[config.mk]
export PLATFORM = sky130hd
export DESIGN_NAME = qrm_out
export DESIGN_NICKNAME = d
export VERILOG_FILES = /design/src/hw/rtl/qrm_pkg.sv /design/src/hw/rtl/qrm_out.sv
export SDC_FILE = /design/constraint.sdc
export NUM_CORES = 1
export LEC_CHECK = 0
export ABC_CLOCK_PERIOD_IN_PS = 1070
export BUFFER_PORTS_ARGS = -buffer_cell sky130_fd_sc_hd__buf_4
export CORE_AREA = 5 5 245 247
export CTS_CLUSTER_SIZE = 25
export DETAILED_ROUTE_END_ITERATION = 8
export DIE_AREA = 0 0 250 252
export GPL_TIMING_DRIVEN = 0
export PLACE_DENSITY_LB_ADDON = 0.15
export SLEW_MARGIN = 15
export SYNTH_ARGS = -nofsm -noshare
export SYNTH_HDL_FRONTEND = slang
export SYNTH_SLANG_ARGS = --single-unit
[constraint.sdc]
create_clock -name clk -period 1.07 [get_ports clk]
set_input_delay 0.1605 -clock clk [delete_from_list [all_inputs] [get_ports clk]]
set_output_delay 0.1605 -clock clk [all_outputs]
set_load 0.05 [all_outputs]
[src/hw/rtl/qrm_pkg.sv]
`timescale 1ns / 1ps
`default_nettype none

package qrm_pkg;

    localparam int DATA_WIDTH  = 16;
    localparam int FRAC_BITS   = DATA_WIDTH - 2;
    localparam int PROD_W      = 2 * DATA_WIDTH;
    // squared norm reaches 4 * 2^(2*DATA_WIDTH-2), one bit over a product
    localparam int N_W         = PROD_W + 1;
    localparam int NUM_W       = N_W + 1;
    // partial remainder stays below twice the norm
    localparam int REM_W       = N_W + 1;
    // unrounded quotient reaches 2^(FRAC_BITS+1)
    localparam int QUO_W       = DATA_WIDTH;
    localparam int DIV_STEPS   = QUO_W;
    localparam int NUM_ENTRIES = 9;

    localparam int E_R00 = 0;
    localparam int E_R01 = 1;
    localparam int E_R02 = 2;
    localparam int E_R10 = 3;
    localparam int E_R11 = 4;
    localparam int E_R12 = 5;
    localparam int E_R20 = 6;
    localparam int E_R21 = 7;
    localparam int E_R22 = 8;

    localparam logic [DATA_WIDTH-1:0] ONE_Q =
        {{(DATA_WIDTH-FRAC_BITS-1){1'b0}}, 1'b1, {FRAC_BITS{1'b0}}};

    typedef logic signed [DATA_WIDTH-1:0] data_t;
    typedef logic signed [PROD_W-1:0]     prod_t;
    typedef logic signed [NUM_W-1:0]      num_t;
    typedef logic [N_W-1:0]               nrm_t;
    typedef logic [REM_W-1:0]             rem_t;
    typedef logic [QUO_W-1:0]             quo_t;

    typedef struct packed {
        data_t x;
        data_t y;
        data_t z;
        data_t w;
    } quat_t;

    typedef struct packed {
        prod_t xx;
        prod_t yy;
        prod_t zz;
        prod_t ww;
        prod_t xy;
        prod_t zw;
        prod_t xz;
        prod_t yw;
        prod_t yz;
        prod_t xw;
    } prod_set_t;

    typedef struct packed {
        num_t [NUM_ENTRIES-1:0] num;
        nrm_t                   n;
    } sum_set_t;

    typedef struct packed {
        rem_t [NUM_ENTRIES-1:0] rem;
        quo_t [NUM_ENTRIES-1:0] quo;
        logic [NUM_ENTRIES-1:0] neg;
        nrm_t                   n;
        logic                   zero;
    } div_set_t;

    typedef struct packed {
        data_t [NUM_ENTRIES-1:0] r;
        logic                    invalid;
    } rot_t;

endpackage

`default_nettype wire

[src/hw/rtl/qrm_out.sv]
`timescale 1ns / 1ps
`default_nettype none

module qrm_out (
    input  wire                clk,
    input  wire                rst_n,
    input  wire                advance,
    input  wire                in_valid,
    input  qrm_pkg::div_set_t  div,
    output logic               valid,
    output qrm_pkg::rot_t      rot
);

    logic                    valid_reg;
    qrm_pkg::rot_t           rot_reg;
    qrm_pkg::rot_t           rot_next;
    logic [qrm_pkg::QUO_W:0] inc;
    qrm_pkg::data_t          q;

    // quotient carries one extra fraction bit: add one and drop it to round
    // half away from zero; magnitude never exceeds 1.0, so no clamp is needed
    always_comb
    begin
        inc      = '0;
        q        = '0;
        rot_next.invalid = div.zero;
        for (int i = 0; i < qrm_pkg::NUM_ENTRIES; i++)
        begin
            inc = {1'b0, div.quo[i]} + {{qrm_pkg::QUO_W{1'b0}}, 1'b1};
            q   = qrm_pkg::data_t'(inc[qrm_pkg::QUO_W:1]);
            rot_next.r[i] = div.neg[i] ? -q : q;
            if (div.zero)
            begin
                rot_next.r[i] = '0;
            end
        end
        if (div.zero)
        begin
            rot_next.r[qrm_pkg::E_R00] = qrm_pkg::ONE_Q;
            rot_next.r[qrm_pkg::E_R11] = qrm_pkg::ONE_Q;
            rot_next.r[qrm_pkg::E_R22] = qrm_pkg::ONE_Q;
        end
    end

    always_ff @(posedge clk or negedge rst_n)
    begin
        if (!rst_n)
        begin
            valid_reg <= 1'b0;
        end
        else if (advance)
        begin
            valid_reg <= in_valid;
        end
    end

    always_ff @(posedge clk)
    begin
        if (advance)
        begin
            rot_reg <= rot_next;
        end
    end

    assign valid = valid_reg;
    assign rot   = rot_reg;

endmodule

`default_nettype wire

==> results.json <==
{
  "largest_register_ffs": 145,
  "arrival_ns": 2.11,
  "failed_checks": "setup timing",
  "fin_crit_ns": 1.93,
  "stdcell_count": 2757,
  "portBuffers": 256,
  "die_y_um": 252,
  "synth_area_um2": 12700,
  "layout-drive-gt1-share_pct": 53.1,
  "fin_worst_skew_ns": 0,
  "clock-sinks": 146,
  "dr.pass1.iters": 5,
  "hold_viol": 0,
  "r2r_cells": 1,
  "crit_path_end_kind": "flop",
  "ioPinCount": 643,
  "startpoint": "div[140]",
  "fin_crit_sh_pct": 181,
  "relSlewSlack_pct": 34.2,
  "layout_setup_ws_ns": -0.862,
  "cts_tree": "done",
  "cp_slowest_cell": "mux2_4",
  "rsz0062_at_grt": "true",
  "crit_fanout": 5,
  "path_clk_slew_ns": 0.07,
  "synth_cell_types": 80,
  "synth_top_area_cell": "edfxtp_1",
  "fp.dieW_um": 250,
  "grt_pass1_wl_mm": 80.0,
  "r2r_setup_slack_ns": 0.31,
  "status": "finished with violations",
  "hold_path_class": "in2reg",
  "rows": 88,
  "synth.area.top_cells": "edfxtp_1 34%, xnor2_1 10%, nor2_1 5.3%",
  "die-area_um2": 63000,
  "avgSynthCellArea_um2": 8.61,
  "htreeDepth": 4,
  "critPathKind": "in2reg",
  "clock_latency_ns": 0.48,
  "yosysTopAreaCellShare_pct": 34.3,
  "area_growth_pct": 81.4,
  "synth_top_flop_cell": "edfxtp_1",
  "synth-edff-count": 145,
  "wl_per_cell_um": 19.6,
  "place_inst": 2497,
  "place.detailed.hpwl_mm": 38.6,
  "synth_seq_cells": 146,
  "startpoint_type": "input pin",
  "drc": 0,
  "cp.required_ns": 1.25,
  "root_buffer": "clkbuf_16",
  "ant_nets": 0,
  "cp.depth": 11,
  "critPathMaxStageDelay_ns": 0.35,
  "grt_pass1_vias": 13500,
  "synth_commonest_cells": "178 x nor2_1, 150 x xnor2_1, 145 x edfxtp_1",
  "hold-path-cell-count": 3,
  "preCtsSetupSlack_ns": -1.63,
  "crit_family": "multiplexers",
  "reg2reg_from": "valid$_DFFE_PN0P_",
  "crit_path_end": "rot[112]$_SDFFCE_PP0P_",
  "gp_congestion": 0.843,
  "viasPerCell": 4.88,
  "grt_max_degree": 94,
  "grtUsageTotal_pct": 16.2,
  "drtIter0Drc": 589,
  "initial_core_util_pct": 22.1,
  "cellLeakagePower_nw": 8.61,
  "crit_path_cell_trace": "buf_8 > ha_4 > nand4_1 > buf_6 > buf_4 > nor3_4 > mux2_4 > nand2b_4 > a211oi_2 > mux2i_1 > o311ai_2",
  "async_flop_share_pct": 0.685,
  "r2r-end": "valid$_DFFE_PN0P_",
  "finalMaxSlewViolations": 0,
  "worst-path-buf-inv": 3,
  "fill_cells": 5602,
  "num_vias": 13500,
  "clock.fmax_mhz": 518,
  "layout.nets": 2494,
  "syn_inst": 1475,
  "worst_slew_pin_slew_ns": 0.987,
  "antenna_found_initial": 8,
  "cts_buffers": 17,
  "yosys_warnings": 0,
  "finalSetupViolCount": 265,
  "ir_drop_mv": 1.17,
  "syn_nets": 1990,
  "gr-total-overflow": 0,
  "drv_cap": 0,
  "wirelength_mm": 54.1,
  "yosysMostFrequentCell": "nor2_1",
  "yosysSeqAreaShare_pct": 34.5,
  "powerDensity_nw_per_um2": 981,
  "clockBufferDepth": 2,
  "core_area_um2": 57400
}
==> cells by family after synthesis <==
| logic type | count (synthesis) | synth area share, % |
|---|---|---|
| AND/OR/NAND/NOR | 639 | 26.2 |
| AO/OA/AOI/OAI | 279 | 14.8 |
| XOR/XNOR | 226 | 15.6 |
| flip-flops | 146 | 34.5 |
| buffers and inverters | 135 | 4.43 |
| multiplexers | 32 | 2.72 |
| adder cells (fa/ha/maj) | 18 | 1.77 |
==> tightest hold or removal path: stages <==
cell	delay (ns)
clkbuf_8	0.14
xor2_1	0.07
nor2_1	0.08
==> metrics by stage <==
step / cell area (µm²) / util [%] / hold WS [ns] / power [mW] / TNS [ns]
after global placement: 17100 / 29.8 / -0.0632 / 14.4 / -332.59
after global routing: 23000 / 40.1 / 0.0626 / 23.7 / -87.75
final: 23000 / 40.2 / 0.0895 / 22.6 / -74.43
after detailed placement: 17100 / 29.9 / -0.0630 / 14.4 / -202.70
after CTS: 20700 / 36.0 / 0.0503 / 21.9 / -78.01
after floorplan: 14200 / - / -0.135 / 11.9 / -86.03
==> report_power, final <==
group	switching (mW)	internal (mW)
sequential	0.288	6.95
combinational	5.31	3.70
clock	2.69	3.66
==> layout make-up <==
class,count,area (µm²),area share [%]
well taps,765,957,4.16
clock buffers,19,433,1.88
plain buffers,96,868,3.77
inverters,33,133,0.576
multi-input cells,1194,11200,48.8
flip-flops and latches,146,4380,19.0
diodes,2,5.00,0.0217
repair buffers,491,4870,21.1
clock inverters,11,154,0.668
==> placed cells by master, fill, tap and decap left out, types with 12 or more instances in the layout <==
cell type | netlist | final
a21oi_1 | 63 | 20
nand3_4 | 0 | 16
xnor2_2 | 0 | 32
o21ai_2 | 0 | 20
o21ai_0 | 55 | 14
nor2_1 | 178 | 158
and3_1 | 48 | 36
nand2_2 | 0 | 15
mux2i_1 | 18 | 12
nor3_2 | 1 | 22
edfxtp_1 | 145 | 145
a21oi_2 | 0 | 32
buf_4 | 2 | 243
nor3_4 | 0 | 16
and3_4 | 0 | 12
o21ai_4 | 0 | 18
a31oi_1 | 23 | 15
ha_4 | 0 | 16
nor4_4 | 0 | 14
xnor2_1 | 150 | 107
buf_8 | 0 | 24
clkbuf_4 | 0 | 14
xor2_1 | 76 | 58
nor3_1 | 66 | 29
clkbuf_16 | 0 | 19
nand3_1 | 75 | 54
buf_6 | 3 | 223
inv_1 | 33 | 28
xor2_2 | 0 | 14
nand2_1 | 89 | 65
buf_12 | 0 | 26
nand4_1 | 47 | 47
clkbuf_2 | 0 | 29
o31ai_4 | 0 | 18
and2_1 | 19 | 12
==> worst min-delay path by stage <==
stage              from               endpoint  slack [ns]
4_1_cts        div[130]  rot[87]$_SDFFCE_PP0P_        0.05
3_5_place_dp      rst_n      valid$_DFFE_PN0P_       -0.06
6_report       div[130]  rot[87]$_SDFFCE_PP0P_        0.09
5_1_grt        div[130]  rot[87]$_SDFFCE_PP0P_        0.06
3_3_place_gp      rst_n      valid$_DFFE_PN0P_       -0.06
2_1_floorplan     rst_n      valid$_DFFE_PN0P_       -0.14
==> timing repair <==
action	in CTS	in global routing
endpoints found under the setup margin	290	277
pin swaps	170	174
resized for setup	390	389
hold buffers	4	0
hold endpoints to repair	3	0
setup buffers	150	92
==> metal layers <==
layer  track usage (%)  up-vias  part of all wire [%]
met5                 0        -                  0.13
met4              4.16       10                   2.1
met3              5.41       62                   6.9
met2              25.8      339                    46
met1              21.2     6572                    45
li1                  -     6467                     -
(Power assumes the default switching activity.)
