## config.mk

```make
export PLATFORM = sky130hd
export DESIGN_NAME = qrm_sum
export DESIGN_NICKNAME = d
export VERILOG_FILES = /design/src/hw/rtl/qrm_pkg.sv /design/src/hw/rtl/qrm_sum.sv
export SDC_FILE = /design/constraint.sdc
export NUM_CORES = 2
export LEC_CHECK = 0
export ABC_AREA = 1
export BUFFER_PORTS_ARGS = -buffer_cell sky130_fd_sc_hd__clkbuf_2
export CAP_MARGIN = 15
export CORE_MARGIN = 2
export CORE_UTILIZATION = 33
export DETAILED_ROUTE_END_ITERATION = 12
export GPL_TIMING_DRIVEN = 0
export PLACE_DENSITY = 0.5
export SYNTH_ARGS = -nofsm -noshare
export SYNTH_HDL_FRONTEND = slang
export SYNTH_SLANG_ARGS = --single-unit
export TNS_END_PERCENT = 1
```

## constraint.sdc

```tcl
create_clock -name clk -period 4.8 [get_ports clk]
set_input_delay 1.44 -clock clk [delete_from_list [all_inputs] [get_ports clk]]
set_output_delay 1.44 -clock clk [all_outputs]
set_load 0.01 [all_outputs]
```

## src/hw/rtl/qrm_pkg.sv

```systemverilog
`timescale 1ns / 1ps
`default_nettype none

package qrm_pkg;

    localparam int DATA_WIDTH  = 16;
    localparam int FRAC_BITS   = DATA_WIDTH - 2;
    localparam int PROD_W      = 2 * DATA_WIDTH;
    // squared norm reaches 4 * 2^(2*DATA_WIDTH-2), one bit over a product
    localparam int N_W         = PROD_W + 1;
    localparam int NUM_W       = N_W + 1;
    // partial remainder stays below twice the norm
    localparam int REM_W       = N_W + 1;
    // unrounded quotient reaches 2^(FRAC_BITS+1)
    localparam int QUO_W       = DATA_WIDTH;
    localparam int DIV_STEPS   = QUO_W;
    localparam int NUM_ENTRIES = 9;

    localparam int E_R00 = 0;
    localparam int E_R01 = 1;
    localparam int E_R02 = 2;
    localparam int E_R10 = 3;
    localparam int E_R11 = 4;
    localparam int E_R12 = 5;
    localparam int E_R20 = 6;
    localparam int E_R21 = 7;
    localparam int E_R22 = 8;

    localparam logic [DATA_WIDTH-1:0] ONE_Q =
        {{(DATA_WIDTH-FRAC_BITS-1){1'b0}}, 1'b1, {FRAC_BITS{1'b0}}};

    typedef logic signed [DATA_WIDTH-1:0] data_t;
    typedef logic signed [PROD_W-1:0]     prod_t;
    typedef logic signed [NUM_W-1:0]      num_t;
    typedef logic [N_W-1:0]               nrm_t;
    typedef logic [REM_W-1:0]             rem_t;
    typedef logic [QUO_W-1:0]             quo_t;

    typedef struct packed {
        data_t x;
        data_t y;
        data_t z;
        data_t w;
    } quat_t;

    typedef struct packed {
        prod_t xx;
        prod_t yy;
        prod_t zz;
        prod_t ww;
        prod_t xy;
        prod_t zw;
        prod_t xz;
        prod_t yw;
        prod_t yz;
        prod_t xw;
    } prod_set_t;

    typedef struct packed {
        num_t [NUM_ENTRIES-1:0] num;
        nrm_t                   n;
    } sum_set_t;

    typedef struct packed {
        rem_t [NUM_ENTRIES-1:0] rem;
        quo_t [NUM_ENTRIES-1:0] quo;
        logic [NUM_ENTRIES-1:0] neg;
        nrm_t                   n;
        logic                   zero;
    } div_set_t;

    typedef struct packed {
        data_t [NUM_ENTRIES-1:0] r;
        logic                    invalid;
    } rot_t;

endpackage

`default_nettype wire

```

## src/hw/rtl/qrm_sum.sv

```systemverilog
`timescale 1ns / 1ps
`default_nettype none

module qrm_sum (
    input  wire                 clk,
    input  wire                 rst_n,
    input  wire                 advance,
    input  wire                 in_valid,
    input  qrm_pkg::prod_set_t  prod,
    output logic                valid,
    output qrm_pkg::div_set_t   div
);

    logic              sum_valid_reg;
    qrm_pkg::sum_set_t sum_reg;
    qrm_pkg::sum_set_t sum_next;
    logic              div_valid_reg;
    qrm_pkg::div_set_t div_reg;
    qrm_pkg::div_set_t div_next;
    qrm_pkg::num_t     xx, yy, zz, ww, xy, zw, xz, yw, yz, xw;
    qrm_pkg::num_t     n_full;
    qrm_pkg::num_t     mag;

    // signed numerators; every one lies within plus or minus the norm
    always_comb
    begin
        xx = qrm_pkg::num_t'(prod.xx);
        yy = qrm_pkg::num_t'(prod.yy);
        zz = qrm_pkg::num_t'(prod.zz);
        ww = qrm_pkg::num_t'(prod.ww);
        xy = qrm_pkg::num_t'(prod.xy);
        zw = qrm_pkg::num_t'(prod.zw);
        xz = qrm_pkg::num_t'(prod.xz);
        yw = qrm_pkg::num_t'(prod.yw);
        yz = qrm_pkg::num_t'(prod.yz);
        xw = qrm_pkg::num_t'(prod.xw);
        n_full = xx + yy + zz + ww;
        sum_next.n = qrm_pkg::nrm_t'(n_full);
        sum_next.num[qrm_pkg::E_R00] =  xx - yy - zz + ww;
        sum_next.num[qrm_pkg::E_R11] = -xx + yy - zz + ww;
        sum_next.num[qrm_pkg::E_R22] = -xx - yy + zz + ww;
        sum_next.num[qrm_pkg::E_R01] = (xy - zw) <<< 1;
        sum_next.num[qrm_pkg::E_R10] = (xy + zw) <<< 1;
        sum_next.num[qrm_pkg::E_R02] = (xz + yw) <<< 1;
        sum_next.num[qrm_pkg::E_R20] = (xz - yw) <<< 1;
        sum_next.num[qrm_pkg::E_R12] = (yz - xw) <<< 1;
        sum_next.num[qrm_pkg::E_R21] = (yz + xw) <<< 1;
    end

    // split into sign and magnitude for the unsigned divider
    always_comb
    begin
        div_next.n    = sum_reg.n;
        div_next.zero = (sum_reg.n == '0);
        mag           = '0;
        for (int i = 0; i < qrm_pkg::NUM_ENTRIES; i++)
        begin
            div_next.neg[i] = sum_reg.num[i][qrm_pkg::NUM_W-1];
            mag             = div_next.neg[i] ? -sum_reg.num[i] : sum_reg.num[i];
            div_next.rem[i] = qrm_pkg::rem_t'(mag);
            div_next.quo[i] = '0;
        end
    end

    always_ff @(posedge clk or negedge rst_n)
    begin
        if (!rst_n)
        begin
            sum_valid_reg <= 1'b0;
            div_valid_reg <= 1'b0;
        end
        else if (advance)
        begin
            sum_valid_reg <= in_valid;
            div_valid_reg <= sum_valid_reg;
        end
    end

    always_ff @(posedge clk)
    begin
        if (advance)
        begin
            sum_reg <= sum_next;
            div_reg <= div_next;
        end
    end

    assign valid = div_valid_reg;
    assign div   = div_reg;

endmodule

`default_nettype wire

```

==> metrics.yaml <==
outcome:
  status: "finished, final reports clean"
sta:
  fin_crit_ns: 4.649
  slew_headroom_pct: 41.80
  skew_ns: 0.03562
  setup_viol: 0
  tightest_slew_ns: 0.8663
  rsz0062_at_grt: "yes"
  drv_slew: 0
  timing.final.crit_share_pct: 96.85
  holdWs_ns: 0.4362
  tns_ns: 0
  max_freq_mhz: 215.1
  hold_viol: 0
route:
  ant_nets: 0
  wl_per_cell_um: 20.44
  drtPass1Iterations: 7
  drcViolationCount: 0
  drt_iter0_drc: 4189
  via_count: 53650
  vias_per_cell: 4.717
  routed_wl_mm: 232.5
floorplanning:
  die_height_um: 432.4
  dieArea_um2: 186900
  io_pins: 818
  die_x_um: 432.4
  core_um2: 182700
  initial_core_util_pct: 33.15
  num_rows: 157
pwr:
  vdd_drop_max_mv: 0.3161
  p_per_area_nw_per_um2: 415.4
  power_leakage_uw: 0.03511
yosys:
  synth_cell_types: 49
  synth_top_area_share_pct: 33.13
  synth_largest_area_cell: "edfxtp_1"
  seq_area_frac_synth_pct: 33.21
  synthArstFlopShare_pct: 0.2985
  synthesis.area_um2: 60550
  syn_area_per_cell_um2: 7.570
  synthFlopType: "edfxtp_1"
  synth_edf_count: 668
  ys_top_cells_by_area: "edfxtp_1 (33%), nand2_1 (13%), inv_1 (9.5%), fa_1 (8.7%), ha_1 (7.0%)"
  synth_warnings: 0
  synth-seq-cells: 670
  syn-instance-count: 7999
worst_setup_path:
  crit_start: "prod[292]"
  cp-start-kind: "primary input"
  rr_startpoint: "sum_reg[169]$_DFFE_PP_"
  arrival_ns: 5.10
  path_max_fanout: 5
  cp-end-kind: "flop"
  critical_path_class: "in -> reg"
  cp.required_ns: 5.25
global_route:
  grt_usage_pct: 24.31
  grt_max_degree: 117
  grt-ovfl-total: 0
  grt_pass1_vias: 51190
  antenna_found_initial: 36
  grt_first_pass_wirelength_mm: 335.5
layout:
  layout_commonest_cell: "nand2_1"
  final_nets: 9834
  drive_above_1_share_pct: 13.46
  area_growth_pct: 16.43
  post-route-util_pct: 38.59
  fin_cells: 11380
  largest_reg_flops: 339
  layout_common_cells: "nand2_1 (2,082), inv_1 (1,533), nor2_1 (776), clkbuf_2 (669), edfxtp_1 (668)"
  finalInstanceArea_um2: 70500
worst_hold_path:
  min-delay-start: "div_next[38]$_DFFE_PP_"
  hold_class: "reg -> reg"
clock_tree:
  h-tree-depth: 3
  cts.sinks: 670
  cts_hold_buf: 0
  numCtsBuffers: 85
  max-clock-path-buffers: 3
  clockRootBuffer: "clkbuf_16"
  clk_pin_slew_ns: 0.06
  cts_tree: "built"
  worst_skew_pair.late_latency_ns: 0.74
job:
  maxCapViolCount: 0
place:
  place_area_um2: 67610
  hpwl_mm: 200.7
  post-place-cells: 11210
  gp_congestion: 0.9768
  port_buffers: 667
## path summary, 6_finish.rpt
path                                              to  slack (ns)  cells after the start
min                                div[38]$_DFFE_PP_        0.44                      0
max                           sum_reg[198]$_DFFE_PP_        0.15                     13
max reg2reg                       div[349]$_DFFE_PP_        2.34                      9
min in group asynchronous          valid$_DFFE_PN0P_        0.48                      1
max in group asynchronous  sum_valid_reg$_DFFE_PN0P_        4.22                      1
min reg2reg                        div[38]$_DFFE_PP_        0.44                      0
## metrics by stage
| stage | power (uW) | setup slack [ns] |
|---|---|---|
| 2_1_floorplan | 17560 | 0.4041 |
| 3_3_place_gp | 23060 | -10.76 |
| 3_5_place_dp | 22870 | -1.213 |
| 4_1_cts | 29540 | -0.04076 |
| 5_1_grt | 31340 | -0.06907 |
| 6_report | 29280 | 0.1513 |
## synth_stat cells, types with 24 or more instances
cell / n
nor2_1: 780
a21oi_1: 352
nor2_2: 43
nand2_1: 2087
buf_4: 174
inv_1: 1536
clkbuf_1: 24
nand3_1: 416
xor2_1: 337
xnor2_1: 84
buf_2: 49
ha_1: 337
edfxtp_1: 668
o21bai_1: 31
nor4_1: 32
o21ai_1: 45
nor3_1: 110
o21ai_0: 285
nand4_1: 127
inv_2: 34
fa_1: 264
## layer usage
| layer | global-route usage [%] | vias to the layer above | part of all wire (%) |
|---|---|---|---|
| met5 | 0 | - | 0.0056 |
| met4 | 7.876 | 2 | 3.4 |
| met3 | 2.775 | 263 | 5.0 |
| met2 | 41.05 | 1556 | 48 |
| met1 | 32.33 | 25160 | 44 |
| li1 | - | 26680 | - |
## worst max-delay path, stage by stage
cell and delay, ns:
clkbuf_2 0.15, inv_1 0.24, nand4_1 0.39, nor2_2 0.33, nand4_1 0.27, xor2_2 0.25
fa_1 0.49, ha_1 0.53, nand2_1 0.20, nor4_2 0.43, nand3_1 0.16, nand3_1 0.11
nand2_1 0.09
## repair_timing
item,in CTS,in global routing
pin swaps,0,2
setup endpoints to repair,34,38
setup buffers,0,1
resized for setup,4,23
## report_power, final
group	switching (uW)	internal [uW]
Combinational	8890	4140
Clock	2700	3760
Sequential	1020	8770
Total	12600	16700
## kinds of logic after synthesis
family,synth area share [%]
compound gates,6.827
xor+xnor,6.089
fa+ha+maj,15.69
buf+inv,12.66
flops,33.21
other cells,0.006193
simple gates,25.52
## layout make-up
| cell class | count | area (um2) |
|---|---|---|
| Clock inverter | 53 | 529.3 |
| Fill cell | 19500 | 112200 |
| Buffer | 260 | 1747 |
| Antenna cell | 13 | 32.53 |
| Inverter | 1577 | 5924 |
| Sequential cell | 670 | 20110 |
| Tap cell | 2385 | 2984 |
| Timing Repair Buffer | 674 | 3520 |
| Multi-Input combinational cell | 5641 | 33420 |
| Clock buffer | 102 | 2233 |
Power figures use the tool's default switching activity.
