===== config.mk =====
export PLATFORM = sky130hd
export DESIGN_NAME = qrm_div_step
export DESIGN_NICKNAME = d
export VERILOG_FILES = /design/src/hw/rtl/qrm_pkg.sv /design/src/hw/rtl/qrm_div_step.sv
export SDC_FILE = /design/constraint.sdc
export NUM_CORES = 1
export LEC_CHECK = 0
export BUFFER_PORTS_ARGS = -buffer_cell sky130_fd_sc_hd__buf_2
export CORE_AREA = 2 2 385 387
export DETAILED_ROUTE_END_ITERATION = 7
export DIE_AREA = 0 0 387 389
export GPL_TIMING_DRIVEN = 0
export PLACE_DENSITY = 0.52
export SLEW_MARGIN = 10
export SYNTH_ARGS = -nofsm -noshare
export SYNTH_HDL_FRONTEND = slang
export SYNTH_SLANG_ARGS = --single-unit

===== constraint.sdc =====
create_clock -name clk -period 0.8 [get_ports clk]
set_input_delay 0.04 -clock clk [delete_from_list [all_inputs] [get_ports clk]]
set_output_delay 0.04 -clock clk [all_outputs]
set_load 0.05 [all_outputs]

===== src/hw/rtl/qrm_pkg.sv =====
`timescale 1ns / 1ps
`default_nettype none

package qrm_pkg;

    localparam int DATA_WIDTH  = 16;
    localparam int FRAC_BITS   = DATA_WIDTH - 2;
    localparam int PROD_W      = 2 * DATA_WIDTH;
    // squared norm reaches 4 * 2^(2*DATA_WIDTH-2), one bit over a product
    localparam int N_W         = PROD_W + 1;
    localparam int NUM_W       = N_W + 1;
    // partial remainder stays below twice the norm
    localparam int REM_W       = N_W + 1;
    // unrounded quotient reaches 2^(FRAC_BITS+1)
    localparam int QUO_W       = DATA_WIDTH;
    localparam int DIV_STEPS   = QUO_W;
    localparam int NUM_ENTRIES = 9;

    localparam int E_R00 = 0;
    localparam int E_R01 = 1;
    localparam int E_R02 = 2;
    localparam int E_R10 = 3;
    localparam int E_R11 = 4;
    localparam int E_R12 = 5;
    localparam int E_R20 = 6;
    localparam int E_R21 = 7;
    localparam int E_R22 = 8;

    localparam logic [DATA_WIDTH-1:0] ONE_Q =
        {{(DATA_WIDTH-FRAC_BITS-1){1'b0}}, 1'b1, {FRAC_BITS{1'b0}}};

    typedef logic signed [DATA_WIDTH-1:0] data_t;
    typedef logic signed [PROD_W-1:0]     prod_t;
    typedef logic signed [NUM_W-1:0]      num_t;
    typedef logic [N_W-1:0]               nrm_t;
    typedef logic [REM_W-1:0]             rem_t;
    typedef logic [QUO_W-1:0]             quo_t;

    typedef struct packed {
        data_t x;
        data_t y;
        data_t z;
        data_t w;
    } quat_t;

    typedef struct packed {
        prod_t xx;
        prod_t yy;
        prod_t zz;
        prod_t ww;
        prod_t xy;
        prod_t zw;
        prod_t xz;
        prod_t yw;
        prod_t yz;
        prod_t xw;
    } prod_set_t;

    typedef struct packed {
        num_t [NUM_ENTRIES-1:0] num;
        nrm_t                   n;
    } sum_set_t;

    typedef struct packed {
        rem_t [NUM_ENTRIES-1:0] rem;
        quo_t [NUM_ENTRIES-1:0] quo;
        logic [NUM_ENTRIES-1:0] neg;
        nrm_t                   n;
        logic                   zero;
    } div_set_t;

    typedef struct packed {
        data_t [NUM_ENTRIES-1:0] r;
        logic                    invalid;
    } rot_t;

endpackage

`default_nettype wire


===== src/hw/rtl/qrm_div_step.sv =====
`timescale 1ns / 1ps
`default_nettype none

module qrm_div_step (
    input  wire                clk,
    input  wire                rst_n,
    input  wire                advance,
    input  wire                in_valid,
    input  qrm_pkg::div_set_t  div_in,
    output logic               valid,
    output qrm_pkg::div_set_t  div_out
);

    logic              valid_reg;
    qrm_pkg::div_set_t div_reg;
    qrm_pkg::div_set_t div_next;
    qrm_pkg::rem_t     den;
    qrm_pkg::rem_t     diff;
    qrm_pkg::rem_t     kept;
    logic              ge;

    // one restoring step per lane; remainder stays below twice the norm after it
    always_comb
    begin
        div_next = div_in;
        den      = qrm_pkg::rem_t'(div_in.n);
        diff     = '0;
        kept     = '0;
        ge       = 1'b0;
        for (int i = 0; i < qrm_pkg::NUM_ENTRIES; i++)
        begin
            ge   = (div_in.rem[i] >= den);
            diff = div_in.rem[i] - den;
            kept = ge ? diff : div_in.rem[i];
            div_next.rem[i] = kept << 1;
            div_next.quo[i] = {div_in.quo[i][qrm_pkg::QUO_W-2:0], ge};
        end
    end

    always_ff @(posedge clk or negedge rst_n)
    begin
        if (!rst_n)
        begin
            valid_reg <= 1'b0;
        end
        else if (advance)
        begin
            valid_reg <= in_valid;
        end
    end

    always_ff @(posedge clk)
    begin
        if (advance)
        begin
            div_reg <= div_next;
        end
    end

    assign valid   = valid_reg;
    assign div_out = div_reg;

endmodule

`default_nettype wire


==> summary by stage <==
Synthesis
The number of flops mapped to enable cells by yosys is slightly below 500. Measured against the total synthesized area, the mux share comes to 0.0335. After synthesis, the largest family of logic cells by area is compound AO/OA/AOI/OAI gates. Of the total synthesized cell area, the portion taken by AND, OR, NAND and NOR gates is 0.129. The number of register bits inferred by synthesis is about 490. The most instantiated flip-flop cell in the synthesis netlist is edfxtp_1. After synthesis, the mean cell area works out to 10.0 um2. The synthesized-area fraction occupied by ao, oa, aoi and oai cells is 0.209. The fraction of the mapped netlist area in adder cells is 0.114. The cell count after synthesis is roughly 3400.

The mapped netlist covers between 30000 and 40000 um2. The count of distinct cell types in the synthesized netlist is 96. The proportion of synthesized flip-flops having asynchronous set or reset is 0.00206. The number of synthesis warnings is 0. The sequential-to-total area share from yosys stat is 0.425. The xor-xnor portion of the synthesized cell area is 0.0586.

Floorplanning
The initial utilization of the core area, before any placement, comes to 0.233. The die is between 300 and 400 um wide. The die outline area is 151000 um2. The die extent in y is slightly below 400 um.

The row count is approximately 140. The core area is 147000 um2. The number of placed I/O pins is around 990.

Power
The switching component of the power is ~45 mW. The maximum vdd ir drop is between 1500 and 2000 uV. Power spread over the standard cell area amounts to slightly above 2000 nW/um2. Of the total power, combinational logic draws 0.416. The sequential cell fraction of total power is 0.296. The internal cell power is 67.6 mW. In this run the static leakage power is roughly 23 nW. The switching part of the total is 0.399. Of the total power, the clock network draws 0.288.

Clocking
The H-tree was split into 3 levels. Clock tree synthesis found a total of a little under 500 sinks. TritonCTS built the clock tree.

The number of clock buffers added by TritonCTS is 70. The clock latency reported for the late side of the worst-skew pair is about 0.67 ns. The root buffer cell is clkbuf_16. The number of buffers on the longest clock path is 3. The clock-pin slew of the registers on the worst-case setup and hold paths is 0.06 ns.

Worst setup path
The required time of the critical path is about 1.3 ns. Data arrives at the worst endpoint at between 3 and 4 ns. The critical path is of the primary input to flop type. Along the worst path, the maximum fanout reaches 9.

The worst setup path is captured at a flop. The worst setup path is launched from a primary input.

Status
The checks that failed: negative hold slack, negative setup slack. The flow ran to the end, but the final reports show violations.

Global routing
The aggregate global-route resource usage is 0.241. The met2 demand-to-capacity share in global routing is 0.396. The number of global-route vias before repair is 34900.

For this run, global-route usage on met1 was measured as 0.287. The initial antenna violation count came to between 90 and 100. The total overflow left after global routing is 0. The pin count of the biggest net entering global routing is 110. The first-pass GRT wire length is roughly 260000 um. In this run the most used layer during global routing was met2.

The met3 demand-to-capacity share in global routing is 0.0653.

Timing
The number of pins with negative max-slew slack in the final report is 0. The number of setup violations in the final report is 1093. Setup repair after global routing could not meet its margin everywhere. Across the routed clock network, the largest skew measured is 0 ns. The final-report hold violation count came to ~110. Static timing analysis puts the maximum clock frequency at around 0.37 GHz.

The transition time of the tightest slew-check pin is roughly 0.72 ns. The normalized max-slew margin is 0.521. The shortest clock period the worst path allows after layout is 2.69 ns. The worst path setup slack after routing is -1.89 ns. Final hold analysis gives a worst-case slack of -0.302 ns.

Dividing the final minimum period by the clock period gives 3.36.

Routing
In the routed layout, each cell is associated on average with a via count of 4.99. Across all layers, the routed design uses about 36000 vias. The final wirelength is roughly 190000 um. The first detailed-routing pass ran for 6 iterations. The initial DRC count is 2544. The average wire per cell in the routed design is approximately 27 um. For this run, design rule violations remaining after detail routing come to 0. The post-route antenna net violation count is 0.

Placed design
Timing analysis after detailed placement gives a worst setup slack of -4.26 ns. The wire-length estimate of the detail-placed layout is ~140000 um. The final RePlAce weighted congestion is roughly 0.9. Port buffering added approximately 1000 buffers.

Layout
In the layout the commonest cells are buf_2 (964), edfxtp_1 (484), dlygate4sd3_1 (466). In the final layout, the share of cells above drive strength 1 is 0.381. The area growth from synthesis to layout is 62.0%. The post-layout utilization of the core is 0.378. The most common cell after layout, fill and taps aside is buf_2. The flip-flop count of the largest register, all copies and words added is 484. The total of fill cells in the finished design is 14600. The net count of the finished layout is ~6000.

Flow run
Across the run, the number of max-cap violations was 0.

Hold path
The tightest min-delay check is of the primary input to flop type.
[cell usage after synthesis (18+ instances only)]
cell | count | share of area
a211oi_1 | 32 | 0.0070
a21o_1 | 165 | 0.036
a21oi_1 | 341 | 0.050
a31oi_1 | 29 | 0.0053
and3_1 | 33 | 0.0060
buf_2 | 18 | 0.0026
clkbuf_1 | 76 | 0.0083
edfxtp_1 | 484 | 0.42
ha_1 | 297 | 0.11
inv_1 | 116 | 0.013
mux2_2 | 88 | 0.029
nand2_1 | 281 | 0.031
nand2b_1 | 37 | 0.0068
nand3_1 | 90 | 0.013
nand4_1 | 40 | 0.0073
nor2_1 | 246 | 0.027
nor2b_1 | 37 | 0.0068
nor3_1 | 58 | 0.0085
o211ai_1 | 28 | 0.0061
o21a_1 | 47 | 0.010
o21ai_0 | 258 | 0.038
o21bai_1 | 31 | 0.0068
o31ai_1 | 24 | 0.0053
xnor2_1 | 137 | 0.035
xor2_1 | 92 | 0.024
[what timing repair did]
item                       in CTS  in global routing
gates cloned                   22                  3
setup endpoints to repair    1049               1100
buffers inserted              161                 50
hold endpoints to repair      563                138
resized for setup             741                269
pin swaps                     137                117
hold buffers                  457                 36
[critical path: stages]
cell and delay (ns):
buf_2 0.17, inv_12 0.19, ha_2 0.37, o21a_1 0.22, o31ai_4 0.07, or4b_4 0.50, a31o_4 0.26, a21oi_4 0.19
o31ai_4 0.11, a311oi_2 0.42, mux2_4 0.35, o31ai_4 0.24
[metal layers]
| layer | vias up | routed length [um] |
|---|---|---|
| met4 | 58 | 11700 |
| met2 | 1599 | 88200 |
| met3 | 454 | 15500 |
| met1 | 17200 | 75500 |
| li1 | 16500 | - |
| met5 | - | 371 |
[stage by stage]
stage          area, um2  cells  setup TNS, ns  hold slack, ns  total power, mW
3_5_place_dp       42200   6344       -1587.19          -0.185             71.9
4_1_cts            53800   7075        -932.46          -0.391              112
6_report           55400   7166        -889.25          -0.302              113
5_1_grt            55400   7146        -968.69          -0.325              117
2_1_floorplan      34300   3417        -659.19          -0.256             59.4
3_3_place_gp       41600   6319       -5348.90          -0.186             71.0
[cell families after synthesis]
group	count (synthesis)
multiplexers	103
flip-flops	485
AND/OR/NAND/NOR	926
XOR/XNOR	229
other	1
buffers and inverters	243
adder cells (fa/ha/maj)	306
AO/OA/AOI/OAI	1116
[power groups by stage]
stage / clock, mW / sequential, mW / combinational, mW
5_1_grt: 34.3 / 33.6 / 49.3
3_3_place_gp: 0 / 34.0 / 37.0
4_1_cts: 33.4 / 33.4 / 45.1
2_1_floorplan: 0 / 45.1 / 14.3
6_report: 32.4 / 33.4 / 46.8
3_5_place_dp: 0 / 33.8 / 38.1
[area by class of cell]
| type | count | area [um2] | area share |
|---|---|---|---|
| diodes | 32 | 80.1 | 0.00144 |
| plain buffers | 87 | 900 | 0.0162 |
| clock buffers | 78 | 1790 | 0.0323 |
| clock inverters | 47 | 537 | 0.00968 |
| inverters | 121 | 711 | 0.0128 |
| multi-input cells | 2689 | 21800 | 0.393 |
| flip-flops and latches | 485 | 14600 | 0.263 |
| well taps | 1930 | 2410 | 0.0436 |
| repair buffers | 1696 | 12700 | 0.228 |
| repair inverters | 1 | 16.3 | 0.000293 |
[final timing paths]
kind,from,endpoint,slack (ns),cells after the start
worst max-delay path,div_in[3],div_out[351]$_DFFE_PP_,-1.89,12
min in group asynchronous,rst_n,valid$_DFFE_PN0P_,0.22,3
worst min-delay path,div_in[187],div_out[188]$_DFFE_PP_,-0.30,3
max in group asynchronous,rst_n,valid$_DFFE_PN0P_,0.47,3
worst max register to register,valid$_DFFE_PN0P_,valid$_DFFE_PN0P_,0.03,1
worst min register to register,valid$_DFFE_PN0P_,valid$_DFFE_PN0P_,0.55,1
Note: power is estimated with default switching activity, not from simulation.
